==> src/sv/htms_pkg.sv <==
`timescale 1ns / 1ps
// htms_pkg: constants, types and helper functions of the hybrid tag set.
// No dependencies; every other file of the block imports it.
package htms_pkg;

    localparam int FAST_TAG_BITS  = 256;
    localparam int OVERFLOW_DEPTH = 64;
    localparam int TAG_WIDTH      = 16;

    localparam int OP_WIDTH    = 2;
    localparam int USED_WIDTH  = 7;
    localparam int QUEUE_DEPTH = 2;

    localparam int FAST_IDX_W = (FAST_TAG_BITS > 1) ? $clog2(FAST_TAG_BITS) : 1;
    localparam int COUNT_W    = $clog2(OVERFLOW_DEPTH + 1);
    localparam int QPTR_W     = (QUEUE_DEPTH > 1) ? $clog2(QUEUE_DEPTH) : 1;
    localparam int QCOUNT_W   = $clog2(QUEUE_DEPTH + 1);

    typedef logic [TAG_WIDTH-1:0]  tag_t;
    typedef logic [FAST_IDX_W-1:0] fast_idx_t;
    typedef logic [COUNT_W-1:0]    count_t;
    typedef logic [USED_WIDTH-1:0] used_t;

    localparam tag_t INVALID_TAG = {TAG_WIDTH{1'b1}};

    typedef enum logic [OP_WIDTH-1:0] {
        OP_ADD    = 2'd0,
        OP_REMOVE = 2'd1,
        OP_TEST   = 2'd2
    } op_t;

    typedef enum logic [2:0] {
        KIND_INVALID  = 3'b001,
        KIND_FAST     = 3'b010,
        KIND_OVERFLOW = 3'b100
    } kind_t;

    typedef struct packed {
        op_t   op;
        kind_t kind;
        tag_t  tag;
    } item_t;

    // Bit position of a small tag inside the flat bitmap.
    function automatic fast_idx_t fast_index(input tag_t t);
        logic [FAST_IDX_W+TAG_WIDTH-1:0] wide;
        wide = {{FAST_IDX_W{1'b0}}, t};
        return wide[FAST_IDX_W-1:0];
    endfunction

    // Overflow count as reported on the result channel (its low USED_WIDTH bits, which hold the whole count).
    function automatic used_t used_field(input count_t c);
        logic [COUNT_W+USED_WIDTH-1:0] wide;
        wide = {{USED_WIDTH{1'b0}}, c};
        return wide[USED_WIDTH-1:0];
    endfunction

endpackage

==> src/sv/htms_req_if.sv <==
`timescale 1ns / 1ps
// htms_req_if: request channel (operation, tag) with valid/ready.
// Depends on htms_pkg.
interface htms_req_if;
    import htms_pkg::*;

    logic                valid;
    logic                ready;
    logic [OP_WIDTH-1:0] operation;
    tag_t                tag;

    modport source (output valid, output operation, output tag, input ready);
    modport sink   (input valid, input operation, input tag, output ready);
endinterface

==> src/sv/htms_rsp_if.sv <==
`timescale 1ns / 1ps
// htms_rsp_if: result channel (found, refused, set_empty, overflow_used).
// Depends on htms_pkg.
interface htms_rsp_if;
    import htms_pkg::*;

    logic  valid;
    logic  ready;
    logic  found;
    logic  refused;
    logic  set_empty;
    used_t overflow_used;

    modport source (output valid, output found, output refused, output set_empty,
                    output overflow_used, input ready);
    modport sink   (input valid, input found, input refused, input set_empty,
                    input overflow_used, output ready);
endinterface

==> src/sv/htms_front.sv <==
`timescale 1ns / 1ps
// htms_front: accepts request transactions and classifies each one.
// Depends on htms_pkg and htms_req_if.
module htms_front (
    htms_req_if.sink        req,
    output logic            push_valid,
    input  logic            push_ready,
    output htms_pkg::item_t push_item
);
    import htms_pkg::*;

    op_t   op;
    kind_t kind;

    always_comb
    begin
        case (req.operation)
            OP_ADD:    op = OP_ADD;
            OP_REMOVE: op = OP_REMOVE;
            default:   op = OP_TEST;   // code three acts as a test
        endcase

        if (req.tag == INVALID_TAG)
            kind = KIND_INVALID;
        else if (32'(req.tag) < 32'(FAST_TAG_BITS))
            kind = KIND_FAST;
        else
            kind = KIND_OVERFLOW;
    end

    assign push_valid     = req.valid;
    assign req.ready      = push_ready;
    assign push_item.op   = op;
    assign push_item.kind = kind;
    assign push_item.tag  = req.tag;

endmodule

==> src/sv/htms_queue.sv <==
`timescale 1ns / 1ps
// htms_queue: short FIFO of classified items between front and back.
// Depends on htms_pkg.
module htms_queue (
    input  logic            clk,
    input  logic            rst_n,
    input  logic            push_valid,
    output logic            push_ready,
    input  htms_pkg::item_t push_item,
    output logic            pop_valid,
    input  logic            pop_ready,
    output htms_pkg::item_t pop_item
);
    import htms_pkg::*;

    typedef logic [QPTR_W-1:0]   qptr_t;
    typedef logic [QCOUNT_W-1:0] qcount_t;

    item_t   mem_reg [QUEUE_DEPTH];
    qptr_t   wr_ptr_reg, wr_ptr_next;
    qptr_t   rd_ptr_reg, rd_ptr_next;
    qcount_t count_reg, count_next;
    logic    push, pop;

    function automatic qptr_t bump(input qptr_t p);
        return (p == QPTR_W'(QUEUE_DEPTH - 1)) ? '0 : p + 1'b1;
    endfunction

    assign push_ready = (count_reg != QCOUNT_W'(QUEUE_DEPTH));
    assign pop_valid  = (count_reg != '0);
    assign pop_item   = mem_reg[rd_ptr_reg];
    assign push       = push_valid && push_ready;
    assign pop        = pop_valid && pop_ready;

    always_comb
    begin
        wr_ptr_next = push ? bump(wr_ptr_reg) : wr_ptr_reg;
        rd_ptr_next = pop ? bump(rd_ptr_reg) : rd_ptr_reg;
        count_next  = count_reg;
        if (push && !pop)
            count_next = count_reg + 1'b1;
        else if (pop && !push)
            count_next = count_reg - 1'b1;
    end

    always_ff @(posedge clk or negedge rst_n)
    begin
        if (!rst_n)
        begin
            wr_ptr_reg <= '0;
            rd_ptr_reg <= '0;
            count_reg  <= '0;
        end
        else
        begin
            wr_ptr_reg <= wr_ptr_next;
            rd_ptr_reg <= rd_ptr_next;
            count_reg  <= count_next;
        end
    end

    always_ff @(posedge clk)
    begin
        if (push)
            mem_reg[wr_ptr_reg] <= push_item;
    end

    a_count_bound: assert property (@(posedge clk) disable iff (!rst_n)
        count_reg <= QCOUNT_W'(QUEUE_DEPTH))
        else $error("queue fill above depth");

    a_push_grows: assert property (@(posedge clk) disable iff (!rst_n)
        push && !pop |=> count_reg == $past(count_reg) + 1'b1)
        else $error("queue push lost");

    a_full_blocks_push: assert property (@(posedge clk) disable iff (!rst_n)
        count_reg == QCOUNT_W'(QUEUE_DEPTH) |-> !push)
        else $error("push into a full queue");

endmodule

==> src/sv/htms_back.sv <==
`timescale 1ns / 1ps
// htms_back: executes items on the bitmap and the sorted overflow cells,
// and holds the result register. Depends on htms_pkg and htms_rsp_if.
module htms_back (
    input  logic            clk,
    input  logic            rst_n,
    input  logic            pop_valid,
    output logic            pop_ready,
    input  htms_pkg::item_t pop_item,
    htms_rsp_if.source      rsp
);
    import htms_pkg::*;

    logic [FAST_TAG_BITS-1:0]  bitmap_reg, bitmap_next;
    tag_t                      entries_reg [OVERFLOW_DEPTH];
    tag_t                      ins_entry   [OVERFLOW_DEPTH];
    tag_t                      del_entry   [OVERFLOW_DEPTH];
    count_t                    count_reg, count_next;
    logic [OVERFLOW_DEPTH-1:0] lt_vec, eq_vec;

    logic  out_valid_reg;
    logic  found_reg, refused_reg, empty_reg;
    used_t used_reg;

    logic      fire;
    logic      found, refused, ins, del;
    logic      ovf_full;
    fast_idx_t fidx;

    assign fire      = pop_valid && (!out_valid_reg || rsp.ready);
    assign pop_ready = fire;
    assign fidx      = fast_index(pop_item.tag);
    assign ovf_full  = (count_reg == COUNT_W'(OVERFLOW_DEPTH));

    // Each cell compares against the tag; lt_vec is a thermometer over the
    // sorted live entries, so its first zero is the insert/erase position.
    for (genvar k = 0; k < OVERFLOW_DEPTH; k++)
    begin : g_cell
        logic live;
        assign live      = (COUNT_W'(k) < count_reg);
        assign lt_vec[k] = live && (entries_reg[k] < pop_item.tag);
        assign eq_vec[k] = live && (entries_reg[k] == pop_item.tag);

        if (k == 0)
        begin : g_ins_first
            assign ins_entry[k] = lt_vec[k] ? entries_reg[k] : pop_item.tag;
        end
        else
        begin : g_ins_rest
            assign ins_entry[k] = lt_vec[k]     ? entries_reg[k]   :
                                  lt_vec[k - 1] ? pop_item.tag     :
                                                  entries_reg[k - 1];
        end

        if (k == OVERFLOW_DEPTH - 1)
        begin : g_del_last
            assign del_entry[k] = entries_reg[k];
        end
        else
        begin : g_del_rest
            assign del_entry[k] = lt_vec[k] ? entries_reg[k] : entries_reg[k + 1];
        end
    end

    always_comb
    begin
        found       = 1'b0;
        refused     = 1'b0;
        ins         = 1'b0;
        del         = 1'b0;
        bitmap_next = bitmap_reg;
        case (pop_item.kind)
            KIND_INVALID:
            begin
                refused = (pop_item.op == OP_ADD);
            end
            KIND_FAST:
            begin
                found = bitmap_reg[fidx];
                if (pop_item.op == OP_ADD)
                    bitmap_next[fidx] = 1'b1;
                else if (pop_item.op == OP_REMOVE)
                    bitmap_next[fidx] = 1'b0;
            end
            KIND_OVERFLOW:
            begin
                found = |eq_vec;
                if (pop_item.op == OP_ADD && !found)
                begin
                    if (ovf_full)
                        refused = 1'b1;
                    else
                        ins = 1'b1;
                end
                else if (pop_item.op == OP_REMOVE && found)
                    del = 1'b1;
            end
            default:
            begin
                found = 1'b0;
            end
        endcase

        if (ins)
            count_next = count_reg + 1'b1;
        else if (del)
            count_next = count_reg - 1'b1;
        else
            count_next = count_reg;
    end

    always_ff @(posedge clk or negedge rst_n)
    begin
        if (!rst_n)
        begin
            bitmap_reg    <= '0;
            count_reg     <= '0;
            out_valid_reg <= 1'b0;
        end
        else
        begin
            if (fire)
            begin
                bitmap_reg    <= bitmap_next;
                count_reg     <= count_next;
                out_valid_reg <= 1'b1;
            end
            else if (rsp.ready)
                out_valid_reg <= 1'b0;
        end
    end

    always_ff @(posedge clk)
    begin
        if (fire)
        begin
            found_reg   <= found;
            refused_reg <= refused;
            empty_reg   <= (bitmap_next == '0) && (count_next == '0);
            used_reg    <= used_field(count_next);
            if (ins)
                entries_reg <= ins_entry;
            else if (del)
                entries_reg <= del_entry;
        end
    end

    assign rsp.valid         = out_valid_reg;
    assign rsp.found         = found_reg;
    assign rsp.refused       = refused_reg;
    assign rsp.set_empty     = empty_reg;
    assign rsp.overflow_used = used_reg;

    a_count_bound: assert property (@(posedge clk) disable iff (!rst_n)
        count_reg <= COUNT_W'(OVERFLOW_DEPTH))
        else $error("overflow count above depth");

    a_fast_keeps_count: assert property (@(posedge clk) disable iff (!rst_n)
        fire && pop_item.kind == KIND_FAST |=> $stable(count_reg))
        else $error("small tag changed overflow count");

    a_refuse_only_add: assert property (@(posedge clk) disable iff (!rst_n)
        fire && pop_item.op != OP_ADD |=> !refused_reg)
        else $error("refusal on a non-add item");

    a_sorted_head: assert property (@(posedge clk) disable iff (!rst_n)
        count_reg >= COUNT_W'(2) |-> entries_reg[0] < entries_reg[1])
        else $error("overflow list out of order");

endmodule

==> src/sv/hybrid_tag_membership_set_core.sv <==
`timescale 1ns / 1ps
// hybrid_tag_membership_set_core: top level of the hybrid tag set.
// Depends on htms_pkg, htms_req_if, htms_rsp_if, htms_front, htms_queue, htms_back.
//
//   Channel   Dir   Payload                                        Handshake
//   req       in    operation[1:0], tag[TAG_WIDTH-1:0]             valid/ready
//   rsp       out   found, refused, set_empty, overflow_used[6:0]  valid/ready
//
// Cycles: one transaction per cycle while rsp is ready, carried by the parallel
//   compare and shift of the overflow cells in the back end.
// Path: an accepted item waits in the queue; the back end then registers its result.
// Reset: bitmap and overflow count clear at once; no clearing pass, the
//   overflow entries are not reset and only live cells are ever compared.
// Stalls: a two-entry queue parts front and back; rsp backpressure stalls
//   the back end, and req.ready drops only once the queue is full.
module hybrid_tag_membership_set_core (
    input  logic       clk,
    input  logic       rst_n,
    htms_req_if.sink   req,
    htms_rsp_if.source rsp
);
    import htms_pkg::*;

    // front -> queue
    logic  push_valid, push_ready;
    item_t push_item;

    // queue -> back
    logic  pop_valid, pop_ready;
    item_t pop_item;

    // Front: classify tag as invalid, small (bitmap) or large (overflow list).
    htms_front u_front (
        .req        (req),
        .push_valid (push_valid),
        .push_ready (push_ready),
        .push_item  (push_item)
    );

    htms_queue u_queue (
        .clk        (clk),
        .rst_n      (rst_n),
        .push_valid (push_valid),
        .push_ready (push_ready),
        .push_item  (push_item),
        .pop_valid  (pop_valid),
        .pop_ready  (pop_ready),
        .pop_item   (pop_item)
    );

    // Back: owns all set state and the result register.
    htms_back u_back (
        .clk       (clk),
        .rst_n     (rst_n),
        .pop_valid (pop_valid),
        .pop_ready (pop_ready),
        .pop_item  (pop_item),
        .rsp       (rsp)
    );

endmodule

==> src/flat_wrapper.sv <==
// flat-port wrapper written by rule: the top's interface ports become plain ports
module hybrid_tag_membership_set_core_flat import htms_pkg::*;
  (clk, rst_n, req_valid, req_operation, req_tag, req_ready, rsp_valid, rsp_found, rsp_refused, rsp_set_empty, rsp_overflow_used, rsp_ready);
  htms_req_if req_i ();
  htms_rsp_if rsp_i ();
  input  logic clk;
  input  logic rst_n;
  input wire logic [$bits(req_i.valid)-1:0] req_valid;
  input wire logic [$bits(req_i.operation)-1:0] req_operation;
  input wire logic [$bits(req_i.tag)-1:0] req_tag;
  output wire logic [$bits(req_i.ready)-1:0] req_ready;
  output wire logic [$bits(rsp_i.valid)-1:0] rsp_valid;
  output wire logic [$bits(rsp_i.found)-1:0] rsp_found;
  output wire logic [$bits(rsp_i.refused)-1:0] rsp_refused;
  output wire logic [$bits(rsp_i.set_empty)-1:0] rsp_set_empty;
  output wire logic [$bits(rsp_i.overflow_used)-1:0] rsp_overflow_used;
  input wire logic [$bits(rsp_i.ready)-1:0] rsp_ready;
  assign req_i.valid = req_valid;
  assign req_i.operation = req_operation;
  assign req_i.tag = req_tag;
  assign req_ready = req_i.ready;
  assign rsp_valid = rsp_i.valid;
  assign rsp_found = rsp_i.found;
  assign rsp_refused = rsp_i.refused;
  assign rsp_set_empty = rsp_i.set_empty;
  assign rsp_overflow_used = rsp_i.overflow_used;
  assign rsp_i.ready = rsp_ready;
  hybrid_tag_membership_set_core u_core (.clk(clk), .rst_n(rst_n), .req(req_i), .rsp(rsp_i));
endmodule
==> config.mk <==
export PLATFORM = sky130hd
export DESIGN_NAME = hybrid_tag_membership_set_core_flat
export DESIGN_NICKNAME = d
export VERILOG_FILES = /design/src/sv/htms_pkg.sv /design/src/sv/htms_req_if.sv /design/src/sv/htms_rsp_if.sv /design/src/sv/htms_front.sv /design/src/sv/htms_queue.sv /design/src/sv/htms_back.sv /design/src/sv/hybrid_tag_membership_set_core.sv /design/src/flat_wrapper.sv
export SDC_FILE = /design/constraint.sdc
export NUM_CORES = 2
export LEC_CHECK = 0
export BUFFER_PORTS_ARGS = -buffer_cell sky130_fd_sc_hd__buf_2
export CAP_MARGIN = 30
export CORE_MARGIN = 2
export CORE_UTILIZATION = 43
export CTS_CLUSTER_SIZE = 12
export DETAILED_ROUTE_END_ITERATION = 6
export GPL_TIMING_DRIVEN = 0
export PLACE_DENSITY = 0.68
export SKIP_CTS_REPAIR_TIMING = 1
export SYNTH_ARGS = -nofsm -noshare
export SYNTH_HDL_FRONTEND = slang
export SYNTH_SLANG_ARGS = --single-unit
export TNS_END_PERCENT = 20
==> constraint.sdc <==
create_clock -name clk -period 9.25 [get_ports clk]
set_clock_uncertainty 0.2 [all_clocks]
set_input_delay 0.925 -clock clk [delete_from_list [all_inputs] [get_ports clk]]
set_output_delay 0.925 -clock clk [all_outputs]
set_load 0.03 [all_outputs]
## Yosys cells after proc, flatten, opt, wreduce, memory -nomap -nowiden

Memory sizes are Yosys's and may differ from the RTL's.
Cells that the tools add are included.

- $add $sub $neg: 6
- $mul: 0
- Divide/modulo/power cells: 0
- $lt $le $gt $ge: 131
- Equality and inequality tests: 198
- Shift operators: 0
- Multiplexer cells: 222
- Bitwise gates (word level): 4
- Reduce and logical (&&, ||, !) cells: 215

Operator list:

| cell | number |
|---|---|
| 16-bit 2-to-1 mux | 190 |
| 1024-bit 2-to-1 mux | 2 |
| 16-bit == test | 64 |
| 16-bit less-than comparator | 64 |
| 256-bit 2-to-1 mux | 3 |
| 256-bit bitwise AND | 1 |
| 256-bit logical NOT | 1 |
| 256-bit inverter | 1 |
| 256-bit bitwise OR | 1 |
| 2-bit != test (second input constant) | 127 |
| 4-bit AND reduction | 63 |
| 6-bit by 7-bit less-than comparator with 1-bit output (first input constant) | 32 |
| 1-bit logical AND | 137 |
| 5-bit by 7-bit less-than comparator with 1-bit output (first input constant) | 16 |
| 64-bit OR reduction | 1 |
| 4-bit by 7-bit less-than comparator with 1-bit output (first input constant) | 8 |
| 3-bit by 7-bit less-than comparator with 1-bit output (first input constant) | 4 |
| 16-bit == test (second input constant) | 1 |
| 16-bit by 9-bit less-than comparator with 1-bit output (second input constant) | 1 |
| 1-bit 2-to-1 mux | 16 |
| 1-bit by 7-bit less-than comparator with 1-bit output (first input constant) | 2 |
| 2-bit by 7-bit less-than comparator with 1-bit output (first input constant) | 2 |
| 7-bit 2-to-1 mux | 2 |
| 8-bit by 9-bit less-than comparator with 1-bit output (second input constant) | 1 |
| 24 further kinds | 36 |

- Flip-flop bits (word level): 1,302
- Bits in latches: 0
- RAM bits: 42
- Memory bits (read-only): 0
- Input bits: 22
- Output and inout bits: 12
- Logic and storage cells: 851
- Memories: 1

Memories:

| memory | depth | width | rd ports | clocked after memory_dff | wr ports | line | text |
|---|---|---|---|---|---|---|---|
| u_core.u_queue.mem_reg | 2 | 21 | 1 | 0 | 1 | htms_queue.sv:19 | `item_t mem_reg [QUEUE_DEPTH];` |

## Longest topological paths before layout

An unclocked memory read counts as a cell.

- Depth after elaboration: 12
- Gate-level depth with buffers: 24
- Mapped depth without buffers: 16

## Modules after synthesis

A second synthesis with hierarchy kept.

- Cells, all modules: 9,644
- Area, all modules: 95,541.6 µm²

By module, submodules not included:

| module | times used | cells an instance | area an instance (µm²) | sequential area each (µm²) |
|---|---|---|---|---|
| htms_back | 1 | 9,532 | 93,593.5 | 37,656.1 |
| htms_queue | 1 | 83 | 1,731.7 | 1,361.3 |
| htms_front | 1 | 29 | 216.5 | 0.0 |

## Least setup slack after synthesis

OpenSTA, ideal clock, no wires.

- Path type: flip-flop to flip-flop
- From: register u_core.u_queue.rd_ptr_reg
- To: register u_core.u_back.entries_reg, in the netlist u_core.u_back.del_entry[0] (enable)
- Setup time: 409 ps
- Arrival time: 7,554 ps
- Data required time: 8,641 ps
- Path slack: 1,087 ps
- Stages on the path, launching flop included: 23
- Buffers on the path: 11
- Period minus slack after synthesis: 8,163 ps
- Path through: dfrtp_1 > buf_4 > buf_6 > buf_4 > mux2_2 > inv_1 > clkbuf_1 > buf_1 > buf_1 > clkbuf_1 > ha_1 > nand3_1 > nor2_1 > o2111ai_1 > o41ai_1 > or4_1 > nor4_1 > nand2_1 > buf_2 > clkbuf_1 > clkbuf_1 > clkbuf_1 > nor3_1

- Cells in the longest elaborated chain, start to end: 9
- Elaborated cells between the ends (all ways): 140
- Classes of those cells: 1 x order compare; 65 x eq/ne; 2 x mux; 1 x bitwise; 70 x reduce/logical; 1 x memory

RTL lines:

| item | line | text |
|---|---|---|
| from (decl) | htms_queue.sv:21 | `qptr_t rd_ptr_reg, rd_ptr_next;` |
| from (signal assigned) | htms_queue.sv:57 | `rd_ptr_reg <= rd_ptr_next;` |
| memory 2 x 21 bit (*) | -- |  |
| 16-bit == test | htms_back.sv:42 | `assign eq_vec[k] = live && (entries_reg[k] == pop_item.tag);` |
| 1-bit logical AND | htms_back.sv:42 |  |
| 64-bit OR reduction | htms_back.sv:87 | `found = \|eq_vec;` |
| 1-bit logical NOT | htms_back.sv:88 | `if (pop_item.op == OP_ADD && !found)` |
| 1-bit logical AND | htms_back.sv:88 |  |
| 1-bit 2-to-1 mux | htms_back.sv:88 |  |
| 1-bit 2-to-1 mux | htms_back.sv:72 | `case (pop_item.kind)` |
| 3-bit AND reduction (no line) (*) | -- |  |
| to (signal assigned) | htms_back.sv:142 | `entries_reg <= ins_entry;` |
| to (signal assigned) | htms_back.sv:144 | `entries_reg <= del_entry;` |
| to (decl) | htms_back.sv:15 | `tag_t entries_reg [OVERFLOW_DEPTH];` |

Every way passes the cells marked *; elsewhere a longest branch is shown, timed or not.
A chain may end at the register's enable or synchronous reset.

## Final worst setup path

- From: register u_core.u_queue.rd_ptr_reg
- To: register u_core.u_back.entries_reg[545] (netlist name) (enable)

- Cells in the longest elaborated chain, start to end: 10
- Elaborated cells between the ends (all ways): 147
- Classes of those cells: 1 x order compare; 68 x eq/ne; 5 x mux; 72 x reduce/logical; 1 x memory

RTL lines:

| item | line |
|---|---|
| memory 2 x 21 bit (*) | -- |
| 16-bit == test | htms_back.sv:42 |
| 1-bit logical AND | htms_back.sv:42 |
| 64-bit OR reduction | htms_back.sv:87 |
| 1-bit logical AND / 1-bit logical NOT (equally long branches) | htms_back.sv:95, htms_back.sv:88 |
| 1-bit 2-to-1 mux / 1-bit logical AND (equally long branches) | htms_back.sv:95, htms_back.sv:88 |
| 1-bit 2-to-1 mux | htms_back.sv:88 |
| 1-bit 2-to-1 mux | htms_back.sv:72 |
| 2-bit != test (no line) / 2-bit nonzero test (equally long branches) | -- |
| 4-bit AND reduction (no line) (*) | -- |

Marks and branches as above.

==> results.sh <==
export IMPL_synth_flop_cell="edfxtp_1"
export IMPL_p_per_area_nw_per_um2=280
export IMPL_synth_top_area_share=0.340
export IMPL_antenna_found_initial=43
export IMPL_cts_clk_slew_worst_paths_ns=0.07
export IMPL_cpPeakStageDelay_ns=0.70
export IMPL_fmaxAchievable_mhz=106
export IMPL_slowest_stage="or4_1"
export IMPL_start_kind="flop"
export IMPL_grt_pass1_vias=87700
export IMPL_grt_pass1_wl_um=684000
export IMPL_nNetsFinal=11500
export IMPL_grt_use_met2=0.669
export IMPL_reg2reg_from="u_core.u_queue.rd_ptr_reg$_DFFE_PN0P_"
export IMPL_rrSetupSlack_ns=-0.18
export IMPL_outcome="finished, violations left"
export IMPL_p_clk_frac=0.230
export IMPL_cts_buffer_depth=3
export IMPL_area_delta_synth_final_pct=15.1
export IMPL_rr_worst_depth=25
export IMPL_maxCapViolCount=0
export IMPL_die_w_um=474
export IMPL_dp_hpwl_um=384000
export IMPL_drtIter0Drc=11700
export IMPL_critPathArrivalTime_ns=9.81
export IMPL_peakVddDrop_mv=0.186
export IMPL_grt_max_degree=98
export IMPL_start_util=0.432
export IMPL_clockRootBuffer="clkbuf_16"
export IMPL_yosys_area_top_type="edfxtp_1"
export IMPL_netlist_area_sq_um=95000
export IMPL_critPathKind="flop to flop"
export IMPL_layout_cells_most_common="o21ai_0"
export IMPL_switching_share=0.469
export IMPL_vias=90800
export IMPL_fin_crit_sh=1.02
export IMPL_pre_cts_slack_ns=-2.31
export IMPL_grt_total_usage=0.432
export IMPL_htreeDepth=4
export IMPL_die_y_um=474
export IMPL_async_reset_ff_frac=0.199
export IMPL_p_int_w=0.0162
export IMPL_synthDistinctLibCells=84
export IMPL_rr_endpoint="u_core.u_back.entries_reg[545]$_DFFE_PP_"
export IMPL_synth_edff_count=1076
export IMPL_globalRouteOverflowTotal=0
export IMPL_finalHoldViolations=0
export IMPL_end_kind="flop"
export IMPL_hold_path_cell_count=1
export IMPL_seqPwrFrac=0.252
export IMPL_fin_crit_ns=9.43
export IMPL_clk_latency_ns=0.87
export IMPL_drc=30
export IMPL_fin_util=0.498
export IMPL_yosys_register_bits=1344
export IMPL_synth_seq_area_share=0.411
export IMPL_syn_avg_cell_area_sq_um=9.56
export IMPL_netlist_top_cells_area="edfxtp_1, ha_1, mux2i_1, o21ai_0, dfrtp_1"
export IMPL_num_rows=172
export IMPL_crit_path_max_fanout=26
export IMPL_dieArea_sq_um=225000
export IMPL_syn_inst=9937
export IMPL_top_usage_layer="met2"
export IMPL_wirelength_um=495000
export IMPL_firstDrtPassIters=7
export IMPL_combPwrFrac=0.518
export IMPL_port_buffers=33
export IMPL_synthesis_yosys_warnings=0
export IMPL_violations="design-rule violations, negative setup slack"
export IMPL_drive_above_1_share=0.0709
export IMPL_ioPinCount=34
export IMPL_synth_fp_nets=11000
export IMPL_vias_per_cell=6.69
export IMPL_timing_hold_ws_ns=0.0994
export IMPL_setup_ws_ns=-0.179
export IMPL_cts_sinks=1344
export IMPL_hold_class="input pin to flop"
export IMPL_globalplace_congestion=1.03
export IMPL_largest_reg_flops=1008
export IMPL_setup_viol=224
export IMPL_power_leakage_nw=44.2
export IMPL_path_common_cell="buf_4"
export IMPL_detail_route_wl_per_cell_um=36.5
export IMPL_slew_limit_headroom=0.166
export IMPL_min_from="req_tag[1]"
export IMPL_switchingPower_w=0.0143
export IMPL_numCtsBuffers=169
export IMPL_cts_tree="done"
export IMPL_whs_endpoint="u_core.u_queue.mem_reg[1][1]$_DFFE_PP_"
export IMPL_tightest_slew_ns=1.25
export IMPL_drv_slew=0
export IMPL_critPathRequiredTime_ns=9.63
export IMPL_coreArea_sq_um=220000
export IMPL_final_cell_mix="o21ai_0, nand2_1, edfxtp_1"
export IMPL_met1_usage=0.508
export IMPL_drtAntennaViolNets=0
export IMPL_grt_use_met3=0.105
synth_stat cells (12+ instances only):
cell type,instances
a211oi_1,66
a21boi_0,27
a21o_1,104
a21oi_1,382
a22oi_1,15
a311oi_1,44
a31oi_1,44
a32oi_1,12
and3_1,40
buf_1,49
clkbuf_1,692
dfrtp_1,268
edfxtp_1,1076
ha_1,1029
inv_1,95
mux2_2,27
mux2i_1,911
nand2_1,1459
nand2b_1,103
nand3_1,211
nand4_1,268
nor2_1,295
nor2b_1,200
nor3_1,75
nor4_1,45
o211ai_1,14
o21a_1,195
o21ai_0,1648
o22ai_1,18
o2bb2ai_1,16
o311ai_0,14
o31ai_1,257
or4_1,22
through the flow:
step	instances	total power (W)	TNS [ns]	instance area (sq um)
after floorplan	9937	0.0157	0	95000
after CTS	13500	0.0299	-3247.42	109000
after global routing	13600	0.0316	-0.322	109000
final	13600	0.0306	-19.24	109000
after global placement	12900	0.0216	-	98900
after detailed placement	13200	0.0229	-3179.05	103000
layout make-up:
type	instances	area (sq um)
antenna	34	85.1
buffer	747	2910
clock buffer	219	4510
clock inverter	95	1170
fill	20400	110000
inverter	100	403
multi-input combinational	7740	52900
sequential	1344	39000
tap	2958	3700
timing repair buffer	345	4600
timing repair inverter	1	5.00
critical path, delay by kind of cell (launching register included):
family | cells | cell delay (ns)
flops | 1 | 0.49
fa+ha+maj | 1 | 0.34
simple gates | 9 | 2.92
compound gates | 4 | 1.43
buf+inv | 11 | 3.69
worst max-delay path by stage:
stage,to,from,slack (ns)
global placement,u_core.u_back.del_entry[5]$_DFFE_PP_,u_core.u_queue.rd_ptr_reg$_DFFE_PN0P_,-9.61
CTS,u_core.u_back.entries_reg[539]$_DFFE_PP_,u_core.u_queue.rd_ptr_reg$_DFFE_PN0P_,-2.34
detailed placement,u_core.u_back.entries_reg[539]$_DFFE_PP_,u_core.u_queue.rd_ptr_reg$_DFFE_PN0P_,-2.31
floorplan,u_core.u_back.del_entry[0]$_DFFE_PP_,u_core.u_queue.rd_ptr_reg$_DFFE_PN0P_,1.09
global route,u_core.u_back.entries_reg[617]$_DFFE_PP_,u_core.u_queue.rd_ptr_reg$_DFFE_PN0P_,-0.02
finish,u_core.u_back.entries_reg[545]$_DFFE_PP_,u_core.u_queue.rd_ptr_reg$_DFFE_PN0P_,-0.18
power groups by stage:
stage	combinational [W]	sequential (W)	clock [W]
after floorplan	0.00803	0.00763	0
after global placement	0.0138	0.00782	0
after detailed placement	0.0151	0.00781	0
after CTS	0.0152	0.00769	0.00700
after global routing	0.0166	0.00773	0.00723
final	0.0159	0.00772	0.00702
cells by family after synthesis:
group	after synthesis	synth area share
compound gates	2961	0.183
simple gates	2798	0.136
flops	1344	0.411
fa+ha+maj	1029	0.136
mux	938	0.0992
buf+inv	853	0.0341
xor+xnor	14	0.00129
routing by layer:
metal | vias to the layer above | share of wire
li1 | 38400 | -
met1 | 44900 | 0.37
met2 | 5773 | 0.44
met3 | 1756 | 0.094
met4 | 28 | 0.10
met5 | - | 0.00038
Note: power is estimated with default switching activity, not from simulation.
